File: src/rtl/pal_pkg.sv
package pal_pkg;

  // Field widths of one request and one result
  localparam int unsigned FUNC_W   = 3;
  localparam int unsigned HANDLE_W = 6;
  localparam int unsigned STATUS_W = 2;
  localparam int unsigned COUNT_W  = 7;

  // Function codes
  localparam logic [FUNC_W-1:0] FN_INIT    = 3'd0;
  localparam logic [FUNC_W-1:0] FN_CREATE  = 3'd1;
  localparam logic [FUNC_W-1:0] FN_DESTROY = 3'd2;
  localparam logic [FUNC_W-1:0] FN_SETKEEP = 3'd3;
  localparam logic [FUNC_W-1:0] FN_PURGE   = 3'd4;

  // Status codes
  localparam logic [STATUS_W-1:0] ST_OK         = 2'd0;
  localparam logic [STATUS_W-1:0] ST_EMPTY      = 2'd1;
  localparam logic [STATUS_W-1:0] ST_NOT_ACTIVE = 2'd2;

  // Bit positions in one flag memory entry
  localparam int unsigned FLAG_PARK = 0;
  localparam int unsigned FLAG_KEEP = 1;
  localparam int unsigned FLAG_W    = 2;

  typedef struct packed {
    logic [FUNC_W-1:0]   func;
    logic [HANDLE_W-1:0] handle;
    logic                keep;
  } pal_req_t;

  typedef struct packed {
    logic [STATUS_W-1:0] status;
    logic [HANDLE_W-1:0] granted;
    logic [COUNT_W-1:0]  free_left;
    logic [COUNT_W-1:0]  live_count;
    logic [COUNT_W-1:0]  released;
  } pal_rsp_t;

endpackage

File: src/rtl/pal_ram.sv
module pal_ram #(
  parameter int unsigned DEPTH = 64,
  parameter int unsigned WIDTH = 6
) (
  input  logic                     clk_i,
  input  logic                     we_i,
  input  logic [$clog2(DEPTH)-1:0] waddr_i,
  input  logic [WIDTH-1:0]         wdata_i,
  input  logic [$clog2(DEPTH)-1:0] raddr_i,
  output logic [WIDTH-1:0]         rdata_o
);

  logic [WIDTH-1:0] mem [DEPTH];
  logic [WIDTH-1:0] rdata_q;

  // Write port
  always_ff @(posedge clk_i) begin
    if (we_i) begin
      mem[waddr_i] <= wdata_i;
    end
  end

  // Registered read port
  always_ff @(posedge clk_i) begin
    rdata_q <= mem[raddr_i];
  end

  assign rdata_o = rdata_q;

endmodule

File: src/rtl/pal_ctrl.sv
module pal_ctrl
  import pal_pkg::*;
#(
  parameter int unsigned POOL_SIZE = 64
) (
  input  logic                            clk_i,
  input  logic                            rst_ni,
  input  logic                            req_valid_i,
  output logic                            req_busy_o,
  input  pal_req_t                        req_i,
  output logic                            rsp_valid_o,
  input  logic                            rsp_ready_i,
  output pal_rsp_t                        rsp_o,
  output logic                            h_we_o,
  output logic [$clog2(POOL_SIZE):0]      h_waddr_o,
  output logic [$clog2(POOL_SIZE)-1:0]    h_wdata_o,
  output logic [$clog2(POOL_SIZE):0]      h_raddr_o,
  input  logic [$clog2(POOL_SIZE)-1:0]    h_rdata_i,
  output logic                            f_we_o,
  output logic [$clog2(POOL_SIZE)-1:0]    f_waddr_o,
  output logic [FLAG_W-1:0]               f_wdata_o,
  output logic [$clog2(POOL_SIZE)-1:0]    f_raddr_o,
  input  logic [FLAG_W-1:0]               f_rdata_i
);

  localparam int unsigned HW   = $clog2(POOL_SIZE);
  localparam int unsigned CW   = $clog2(POOL_SIZE + 1);
  localparam int unsigned CMPW = (HW > HANDLE_W) ? HW : HANDLE_W;
  localparam logic [CW-1:0] POOL_CNT = CW'(POOL_SIZE);
  localparam logic [CW-1:0] LAST_IDX = CW'(POOL_SIZE - 1);

  typedef enum logic [3:0] {
    S_CLEAR,
    S_IDLE,
    S_CREATE,
    S_SCAN,
    S_MOVE_RD,
    S_MOVE_WR,
    S_FREE,
    S_KEEP,
    S_PURGE,
    S_RESP
  } state_e;

  state_e               state_q, state_d;
  pal_req_t             req_q, req_d;
  logic [CW-1:0]        top_q, top_d;
  logic [CW-1:0]        total_q, total_d;
  logic [CW-1:0]        cnt_q, cnt_d;
  logic [CW-1:0]        pidx_q, pidx_d;
  logic [CW-1:0]        hit_q, hit_d;
  logic [CW-1:0]        released_q, released_d;
  logic                 pend_q, pend_d;
  logic                 keep_q, keep_d;
  logic                 init_rsp_q, init_rsp_d;
  logic [STATUS_W-1:0]  status_q, status_d;
  logic [HANDLE_W-1:0]  granted_q, granted_d;

  logic [CW-1:0]        top_m1;
  logic [CW-1:0]        total_m1;
  logic [HW-1:0]        h_idx;
  logic                 in_pool;
  logic                 match;

  assign top_m1   = top_q - 1'b1;
  assign total_m1 = total_q - 1'b1;
  assign h_idx    = HW'(req_q.handle);
  assign in_pool  = 32'(req_i.handle) < 32'(POOL_SIZE);
  assign match    = pend_q && (CMPW'(h_rdata_i) == CMPW'(req_q.handle));

  // Sequence one request through the two memories
  always_comb begin
    state_d    = state_q;
    req_d      = req_q;
    top_d      = top_q;
    total_d    = total_q;
    cnt_d      = cnt_q;
    pidx_d     = pidx_q;
    hit_d      = hit_q;
    released_d = released_q;
    pend_d     = pend_q;
    keep_d     = keep_q;
    init_rsp_d = init_rsp_q;
    status_d   = status_q;
    granted_d  = granted_q;
    h_we_o     = 1'b0;
    h_waddr_o  = '0;
    h_wdata_o  = '0;
    h_raddr_o  = {1'b0, top_m1[HW-1:0]};
    f_we_o     = 1'b0;
    f_waddr_o  = '0;
    f_wdata_o  = '0;
    f_raddr_o  = h_idx;

    unique case (state_q)
      // Refill the free stack in handle order and clear all flags
      S_CLEAR: begin
        h_we_o    = 1'b1;
        h_waddr_o = {1'b0, cnt_q[HW-1:0]};
        h_wdata_o = cnt_q[HW-1:0];
        f_we_o    = 1'b1;
        f_waddr_o = cnt_q[HW-1:0];
        f_wdata_o = '0;
        if (cnt_q == LAST_IDX) begin
          cnt_d      = '0;
          top_d      = POOL_CNT;
          total_d    = '0;
          init_rsp_d = 1'b0;
          state_d    = init_rsp_q ? S_RESP : S_IDLE;
        end else begin
          cnt_d = cnt_q + 1'b1;
        end
      end

      // Take a request and start its sequence; create reads the stack top here
      S_IDLE: begin
        f_raddr_o = HW'(req_i.handle);
        if (req_valid_i) begin
          req_d      = req_i;
          status_d   = ST_OK;
          granted_d  = '0;
          released_d = '0;
          cnt_d      = '0;
          pend_d     = 1'b0;
          unique case (req_i.func)
            FN_INIT: begin
              init_rsp_d = 1'b1;
              state_d    = S_CLEAR;
            end
            FN_CREATE: begin
              if (top_q != '0 && total_q < POOL_CNT) begin
                state_d = S_CREATE;
              end else begin
                status_d = ST_EMPTY;
                state_d  = S_RESP;
              end
            end
            FN_DESTROY: begin
              if (in_pool && total_q != '0) begin
                state_d = S_SCAN;
              end else begin
                status_d = ST_NOT_ACTIVE;
                state_d  = S_RESP;
              end
            end
            FN_SETKEEP: begin
              state_d = in_pool ? S_KEEP : S_RESP;
            end
            FN_PURGE: begin
              state_d = S_PURGE;
            end
            default: begin
              state_d = S_RESP;
            end
          endcase
        end
      end

      // Append the popped handle to the active list and clear its flags
      S_CREATE: begin
        h_we_o    = 1'b1;
        h_waddr_o = {1'b1, total_q[HW-1:0]};
        h_wdata_o = h_rdata_i;
        f_we_o    = 1'b1;
        f_waddr_o = h_rdata_i;
        f_wdata_o = '0;
        granted_d = HANDLE_W'(h_rdata_i);
        top_d     = top_m1;
        total_d   = total_q + 1'b1;
        state_d   = S_RESP;
      end

      // Walk the active list, one read issued and one compare per cycle
      S_SCAN: begin
        h_raddr_o = {1'b1, cnt_q[HW-1:0]};
        if (match) begin
          hit_d   = pidx_q;
          pend_d  = 1'b0;
          state_d = S_MOVE_RD;
        end else if (cnt_q < total_q) begin
          pend_d = 1'b1;
          pidx_d = cnt_q;
          cnt_d  = cnt_q + 1'b1;
        end else begin
          pend_d   = 1'b0;
          status_d = ST_NOT_ACTIVE;
          state_d  = S_RESP;
        end
      end

      // Fetch the last live entry and the flags of the handle
      S_MOVE_RD: begin
        h_raddr_o = {1'b1, total_m1[HW-1:0]};
        f_raddr_o = h_idx;
        state_d   = S_MOVE_WR;
      end

      // Fill the gap with the last entry
      S_MOVE_WR: begin
        h_we_o    = 1'b1;
        h_waddr_o = {1'b1, hit_q[HW-1:0]};
        h_wdata_o = h_rdata_i;
        total_d   = total_m1;
        keep_d    = f_rdata_i[FLAG_KEEP];
        state_d   = S_FREE;
      end

      // Park a kept handle, otherwise push it on the free stack
      S_FREE: begin
        if (keep_q) begin
          f_we_o    = 1'b1;
          f_waddr_o = h_idx;
          f_wdata_o = '1;
        end else if (top_q < POOL_CNT) begin
          h_we_o    = 1'b1;
          h_waddr_o = {1'b0, top_q[HW-1:0]};
          h_wdata_o = h_idx;
          top_d     = top_q + 1'b1;
        end
        state_d = S_RESP;
      end

      // Write the keep flag, hold the parked flag
      S_KEEP: begin
        f_we_o               = 1'b1;
        f_waddr_o            = h_idx;
        f_wdata_o[FLAG_KEEP] = req_q.keep;
        f_wdata_o[FLAG_PARK] = f_rdata_i[FLAG_PARK];
        state_d              = S_RESP;
      end

      // Sweep all handles in ascending order and free the parked ones
      S_PURGE: begin
        f_raddr_o = cnt_q[HW-1:0];
        if (pend_q && f_rdata_i[FLAG_PARK]) begin
          f_we_o     = 1'b1;
          f_waddr_o  = pidx_q[HW-1:0];
          f_wdata_o  = '0;
          released_d = released_q + 1'b1;
          if (top_q < POOL_CNT) begin
            h_we_o    = 1'b1;
            h_waddr_o = {1'b0, top_q[HW-1:0]};
            h_wdata_o = pidx_q[HW-1:0];
            top_d     = top_q + 1'b1;
          end
        end
        if (cnt_q < POOL_CNT) begin
          pend_d = 1'b1;
          pidx_d = cnt_q;
          cnt_d  = cnt_q + 1'b1;
        end else begin
          pend_d  = 1'b0;
          state_d = S_RESP;
        end
      end

      // Hold the result until the output register takes it
      S_RESP: begin
        if (rsp_ready_i) begin
          state_d = S_IDLE;
        end
      end

      default: begin
        state_d = S_IDLE;
      end
    endcase
  end

  always_ff @(posedge clk_i or negedge rst_ni) begin
    if (!rst_ni) begin
      state_q    <= S_CLEAR;
      req_q      <= '0;
      top_q      <= POOL_CNT;
      total_q    <= '0;
      cnt_q      <= '0;
      pidx_q     <= '0;
      hit_q      <= '0;
      released_q <= '0;
      pend_q     <= 1'b0;
      keep_q     <= 1'b0;
      init_rsp_q <= 1'b0;
      status_q   <= ST_OK;
      granted_q  <= '0;
    end else begin
      state_q    <= state_d;
      req_q      <= req_d;
      top_q      <= top_d;
      total_q    <= total_d;
      cnt_q      <= cnt_d;
      pidx_q     <= pidx_d;
      hit_q      <= hit_d;
      released_q <= released_d;
      pend_q     <= pend_d;
      keep_q     <= keep_d;
      init_rsp_q <= init_rsp_d;
      status_q   <= status_d;
      granted_q  <= granted_d;
    end
  end

  assign req_busy_o         = (state_q != S_IDLE);
  assign rsp_valid_o        = (state_q == S_RESP);
  assign rsp_o.status       = status_q;
  assign rsp_o.granted      = granted_q;
  assign rsp_o.free_left    = COUNT_W'(top_q);
  assign rsp_o.live_count   = COUNT_W'(total_q);
  assign rsp_o.released     = COUNT_W'(released_q);

endmodule

File: src/rtl/pool_allocator_active_list.sv
// Request time: destroy takes longer the further into the active list its entry lies, as the
// scan reads the active list memory one entry per cycle; a miss scans the whole list,
// unless the list is empty or the handle lies outside the pool; purge sweeps every handle
// and init clears the whole pool.
// Requests: one at a time; the next is taken once the result has gone to the output register.
// Reset: a clearing pass refills the free stack and clears the flags.
module pool_allocator_active_list
  import pal_pkg::*;
#(
  parameter int unsigned POOL_SIZE = 64
) (
  input  logic     clk_i,
  input  logic     rst_ni,
  input  logic     in_valid_i,
  output logic     in_stall_o,
  input  pal_req_t in_req_i,
  output logic     out_valid_o,
  input  logic     out_stall_i,
  output pal_rsp_t out_rsp_o
);

  localparam int unsigned HW     = $clog2(POOL_SIZE);
  localparam int unsigned HDEPTH = 2 ** (HW + 1);

  logic          busy;
  logic          rsp_valid;
  logic          rsp_ready;
  pal_rsp_t      rsp;
  logic          h_we;
  logic [HW:0]   h_waddr;
  logic [HW-1:0] h_wdata;
  logic [HW:0]   h_raddr;
  logic [HW-1:0] h_rdata;
  logic          f_we;
  logic [HW-1:0] f_waddr;
  logic [FLAG_W-1:0] f_wdata;
  logic [HW-1:0] f_raddr;
  logic [FLAG_W-1:0] f_rdata;
  logic          out_valid_q, out_valid_d;
  pal_rsp_t      out_rsp_q, out_rsp_d;

  // Free stack in the lower half, active list in the upper half
  pal_ram #(
    .DEPTH (HDEPTH),
    .WIDTH (HW)
  ) u_handle_ram (
    .clk_i   (clk_i),
    .we_i    (h_we),
    .waddr_i (h_waddr),
    .wdata_i (h_wdata),
    .raddr_i (h_raddr),
    .rdata_o (h_rdata)
  );

  // Keep and parked flags, one entry per handle
  pal_ram #(
    .DEPTH (POOL_SIZE),
    .WIDTH (FLAG_W)
  ) u_flag_ram (
    .clk_i   (clk_i),
    .we_i    (f_we),
    .waddr_i (f_waddr),
    .wdata_i (f_wdata),
    .raddr_i (f_raddr),
    .rdata_o (f_rdata)
  );

  pal_ctrl #(
    .POOL_SIZE (POOL_SIZE)
  ) u_ctrl (
    .clk_i       (clk_i),
    .rst_ni      (rst_ni),
    .req_valid_i (in_valid_i),
    .req_busy_o  (busy),
    .req_i       (in_req_i),
    .rsp_valid_o (rsp_valid),
    .rsp_ready_i (rsp_ready),
    .rsp_o       (rsp),
    .h_we_o      (h_we),
    .h_waddr_o   (h_waddr),
    .h_wdata_o   (h_wdata),
    .h_raddr_o   (h_raddr),
    .h_rdata_i   (h_rdata),
    .f_we_o      (f_we),
    .f_waddr_o   (f_waddr),
    .f_wdata_o   (f_wdata),
    .f_raddr_o   (f_raddr),
    .f_rdata_i   (f_rdata)
  );

  // Output register: load a new result when empty or being drained
  assign rsp_ready = !out_valid_q || !out_stall_i;

  always_comb begin
    out_valid_d = out_valid_q;
    out_rsp_d   = out_rsp_q;
    if (rsp_valid && rsp_ready) begin
      out_valid_d = 1'b1;
      out_rsp_d   = rsp;
    end else if (out_valid_q && !out_stall_i) begin
      out_valid_d = 1'b0;
    end
  end

  always_ff @(posedge clk_i or negedge rst_ni) begin
    if (!rst_ni) begin
      out_valid_q <= 1'b0;
      out_rsp_q   <= '0;
    end else begin
      out_valid_q <= out_valid_d;
      out_rsp_q   <= out_rsp_d;
    end
  end

  assign in_stall_o  = busy;
  assign out_valid_o = out_valid_q;
  assign out_rsp_o   = out_rsp_q;

endmodule

File: config.mk
export PLATFORM = sky130hd
export DESIGN_NAME = pool_allocator_active_list
export DESIGN_NICKNAME = d
export VERILOG_FILES = /design/src/rtl/pal_pkg.sv /design/src/rtl/pal_ram.sv /design/src/rtl/pal_ctrl.sv /design/src/rtl/pool_allocator_active_list.sv
export SDC_FILE = /design/constraint.sdc
export NUM_CORES = 2
export LEC_CHECK = 0
export BUFFER_PORTS_ARGS = -buffer_cell sky130_fd_sc_hd__buf_2
export CAP_MARGIN = 0
export CORE_UTILIZATION = 41
export CTS_CLUSTER_SIZE = 24
export DETAILED_ROUTE_END_ITERATION = 8
export PLACE_DENSITY = 0.68
export SLEW_MARGIN = 20
export SYNTH_ARGS = -nofsm -noshare
export SYNTH_HDL_FRONTEND = slang
export SYNTH_SLANG_ARGS = --single-unit
File: constraint.sdc
create_clock -name clk_i -period 9 [get_ports clk_i]
set_input_delay 1.8 -clock clk_i [delete_from_list [all_inputs] [get_ports clk_i]]
set_output_delay 1.8 -clock clk_i [all_outputs]
set_load 0.01 [all_outputs]
==> results.md <==
- Leakage: around 0.016 µW
- Simple-gate area share of the yosys netlist: 12.9%
- Worst EP arrival: around 6.0 ns
- Largest net degree at the start of global routing: 129
- Core box area: 101000 µm²
- DP Wirelength: 67.7 mm
- CTS resizes: 0
- Maximum clock frequency: 184 MHz
- Clock sinks: 996
- # IOs: 45
- Critical-path maximum fanout: 43
- Mux share of post-synthesis cell area: 4.26%
- Number of synthesized flops with an enable pin: 896
- Via/cell ratio: around 6
- Synth Area in XOR/XNOR: less than 1%
- Relative slew slack: between 20% and 30%
- Longest Clk Path Bufs: 3
- Vias: about 27000
- Wire per inst: 25.0 µm
- Seq/Total Area, Yosys: 70.3%
- DR pass1 iterations: 8
- CTS Buf Count: 98
- Synthesized Nets: 3183
- Vias in the first global route: 26100
- Top_reg_cell synth: edfxtp_1
- Outcome: finished, final reports clean
- Synth warn: 0
- Synth Area per Inst: ~13 µm²
- Chip width: 321 µm
- Hold path depth: 2
- Number of fill cells: 8740
- Post-CTS setup buffers: 0
- CTS tree: done
- Dpl ws: 3.81 ns
- Clk_lat worst skew: approximately 0.70 ns
- Clock root cell: clkbuf_16
- Routability cong.: 0.906
- Adder-cell share of the synthesized area: less than 1%
- Part of the cycle the worst path needs: between 60 and 70%
- Pwr Density: 370 nW/µm²
- Residual DRC: 0
- Critical Path RT: 9.55 ns
- Syn Inst Count: approximately 3200
- Starting Density: 41.6%
- Worst reg2reg path depth: 9
- # rows: about 120
- # diodes: 0
- Die area: 103000 µm²
- Unrepaired setup endpoints after global routing: false
- WL final: 115 mm
- Type of origin of the critical path: register
- Compound-Gate Fraction of Synth Area: 9.19%
- Post-synthesis cell area: 41800 µm²
- Nets@finish: between 3000 and 4000
- Post-synthesis sequential element count: about 1000
- Final hold violations: 0
- Initial DRC count: 3634
- Peak supply drop: 421 µV
- Global route total overflow: 0
- CTS H-tree lvls: 3
- Overall Power: 17200 µW
- Post-detailed-route count of antenna-violating nets: 0
- Least-Margin Pin Slew: between 1 and 1.5 ns
- Final setup viols: 0
- Tightest Hold Check Type: register to register
- Gr usage total: about 22%
- Setup TNS: 0 ns
- DIE HEIGHT: between 300 and 400 µm
- Clock transition at path regs: 0.06 ns
- Share of cells above drive strength 1: 10.6%
- Async S/R FF share, synth: 9.24%
- Critical Path End Type: register
- Fin. max-slew vios: 0
- Largest family of logic cells by synthesized area: simple AND/OR/NAND/NOR gates
- First-pass GRT wire length: 171 mm
- Initial antenna violation count: 3
- Buffers on Ports: 44
- Tmin final: approximately 5.4 ns
- MaxCap Viol Count: 0
- Cts hold-fix bufs: 0
- Post-synth cell types: 79
- Final Worst Setup Slack: 3.56 ns
- Area Growth Syn to Fin: 11.1%
- Critical path class: register to register
- Clock Skew: 0.0779 ns
==> synthesized netlist by cell type (6+ instances only) <==
| master | number | area share (%) |
|---|---|---|
| a22oi_1 | 31 | 0.56 |
| or4_1 | 9 | 0.16 |
| buf_6 | 13 | 0.35 |
| mux2_2 | 31 | 0.83 |
| a22o_1 | 9 | 0.19 |
| a31oi_1 | 72 | 1.1 |
| buf_2 | 50 | 0.60 |
| nor3_1 | 30 | 0.36 |
| nand2b_1 | 8 | 0.12 |
| a211oi_1 | 108 | 1.9 |
| o221ai_1 | 7 | 0.15 |
| dfxtp_1 | 8 | 0.38 |
| a221oi_1 | 15 | 0.31 |
| a311oi_1 | 44 | 0.92 |
| and3_1 | 107 | 1.6 |
| or3_1 | 9 | 0.13 |
| nand4_1 | 17 | 0.25 |
| nor4_1 | 10 | 0.15 |
| nand2_1 | 639 | 5.7 |
| a221o_1 | 8 | 0.19 |
| and2_1 | 9 | 0.13 |
| dfrtp_1 | 91 | 5.4 |
| edfxtp_1 | 896 | 64 |
| a211o_1 | 9 | 0.19 |
| xor2_1 | 9 | 0.19 |
| a21o_1 | 11 | 0.20 |
| a32oi_1 | 26 | 0.54 |
| o32ai_1 | 9 | 0.19 |
| o21ai_0 | 60 | 0.72 |
| mux2i_1 | 75 | 1.8 |
| xnor2_1 | 6 | 0.13 |
| ha_1 | 13 | 0.39 |
| inv_1 | 18 | 0.16 |
| nor2_1 | 272 | 2.4 |
| o22ai_1 | 25 | 0.37 |
| clkbuf_1 | 99 | 0.89 |
| mux4_2 | 29 | 1.6 |
| buf_4 | 26 | 0.47 |
| a21oi_1 | 80 | 0.96 |
| nand3_1 | 93 | 1.1 |
==> kinds of logic after synthesis <==
family,count (synthesis)
AOI/OAI and AO/OA,548
xor gates and xnor gates,15
adders and majority gates,13
buffers and inverters,214
DFF,996
muxes,136
and+or+nand+nor,1234
==> routing by layer <==
metal  part of all wire (%)  wire length (µm)  track usage, %
met1                     40             46300            31.5
met2                     45             51900            33.5
met3                     11             12700            4.51
met4                    3.4              3880            7.75
met5                  0.023                26               0
==> per-stage QoR <==
stage	util, %	area [µm²]	hold slack (ns)	std cells
floorplan	-	41800	0.410	3156
global placement	43.1	43300	0.457	4413
detailed placement	43.1	43300	0.462	4413
CTS	46.2	46400	0.478	4596
global route	46.2	46400	0.498	4596
finish	46.2	46400	0.471	4596
==> power by group <==
group	internal (µW)	switching (µW)	total (µW)
registers	5440	264	5700
logic	2140	5340	7490
clock network	2190	1790	3990
==> state kept, by name (all words and copies together) (netlist names) <==
signal,flops
u_ctrl.init_rsp_q,1
out_rsp_o,29
u_ctrl.pend_q,1
out_valid_o,1
u_ctrl.pidx_q,6
u_ctrl.total_q,7
u_flag_ram.mem,128
u_ctrl.hit_q,6
u_handle_ram.mem,768
u_ctrl.keep_q,1
u_ctrl.req_q,1
u_ctrl.top_q,7
u_ctrl.state_q,4
u_ctrl.released_q,7
u_ctrl.h_idx,6
u_handle_ram.rdata_o,6
u_ctrl.granted_q,6
u_ctrl.status_q,2
u_ctrl.cnt_q,7
u_flag_ram.rdata_o,2
==> cell usage in the layout (no fill, tap or decap), drive strengths merged, types with 11 or more instances in the layout <==
| cell type | instances |
|---|---|
| a211oi | 108 |
| a21o | 11 |
| a21oi | 80 |
| a221oi | 15 |
| a22oi | 31 |
| a311oi | 44 |
| a31oi | 72 |
| a32oi | 26 |
| and3 | 107 |
| buf | 96 |
| clkbuf | 117 |
| clkinv | 53 |
| dfrtp | 91 |
| edfxtp | 896 |
| ha | 13 |
| inv | 22 |
| mux2 | 31 |
| mux2i | 75 |
| mux4 | 30 |
| nand2 | 639 |
| nand3 | 94 |
| nand4 | 17 |
| nor2 | 275 |
| nor3 | 30 |
| o21ai | 64 |
| o22ai | 25 |
==> worst paths after layout <==
| kind | from | endpoint | slack, ns |
|---|---|---|---|
| min in group asynchronous | rst_ni | u_ctrl.total_q[0] | 0.97 |
| worst min-delay path | out_rsp_o[14] | out_rsp_o[14] | 0.47 |
| worst min register to register | out_rsp_o[14] | out_rsp_o[14] | 0.47 |
| worst max-delay path | u_ctrl.state_q[0] | u_handle_ram.rdata_o[4] | 3.56 |
| worst max register to register | u_ctrl.state_q[0] | u_handle_ram.rdata_o[4] | 3.56 |
| max in group asynchronous | rst_ni | u_ctrl.released_q[1] | 6.81 |
==> layout make-up <==
type / count / area (µm²) / share of cell area [%]
Timing Repair Buffer: 96 / 676 / 1.45
Clock inverter: 66 / 586 / 1.26
Clock buffer: 117 / 2550 / 5.50
Inverter: 18 / 67.6 / 0.145
Sequential cell: 996 / 29400 / 63.2
Multi-Input combinational cell: 1946 / 11500 / 24.8
Tap cell: 1357 / 1700 / 3.66
==> critical path, stage by stage (launching register included) <==
cell and delay (ns):
dfrtp_1 0.95, nand4bb_1 0.51, nand3_4 0.79, and2_4 0.62
buf_4 0.51, mux4_2 0.60, o21ai_0 0.40, nand3_1 0.13
a2111oi_1 0.62, nor3_1 0.12
No activity file was read; power rests on OpenSTA's default activity.
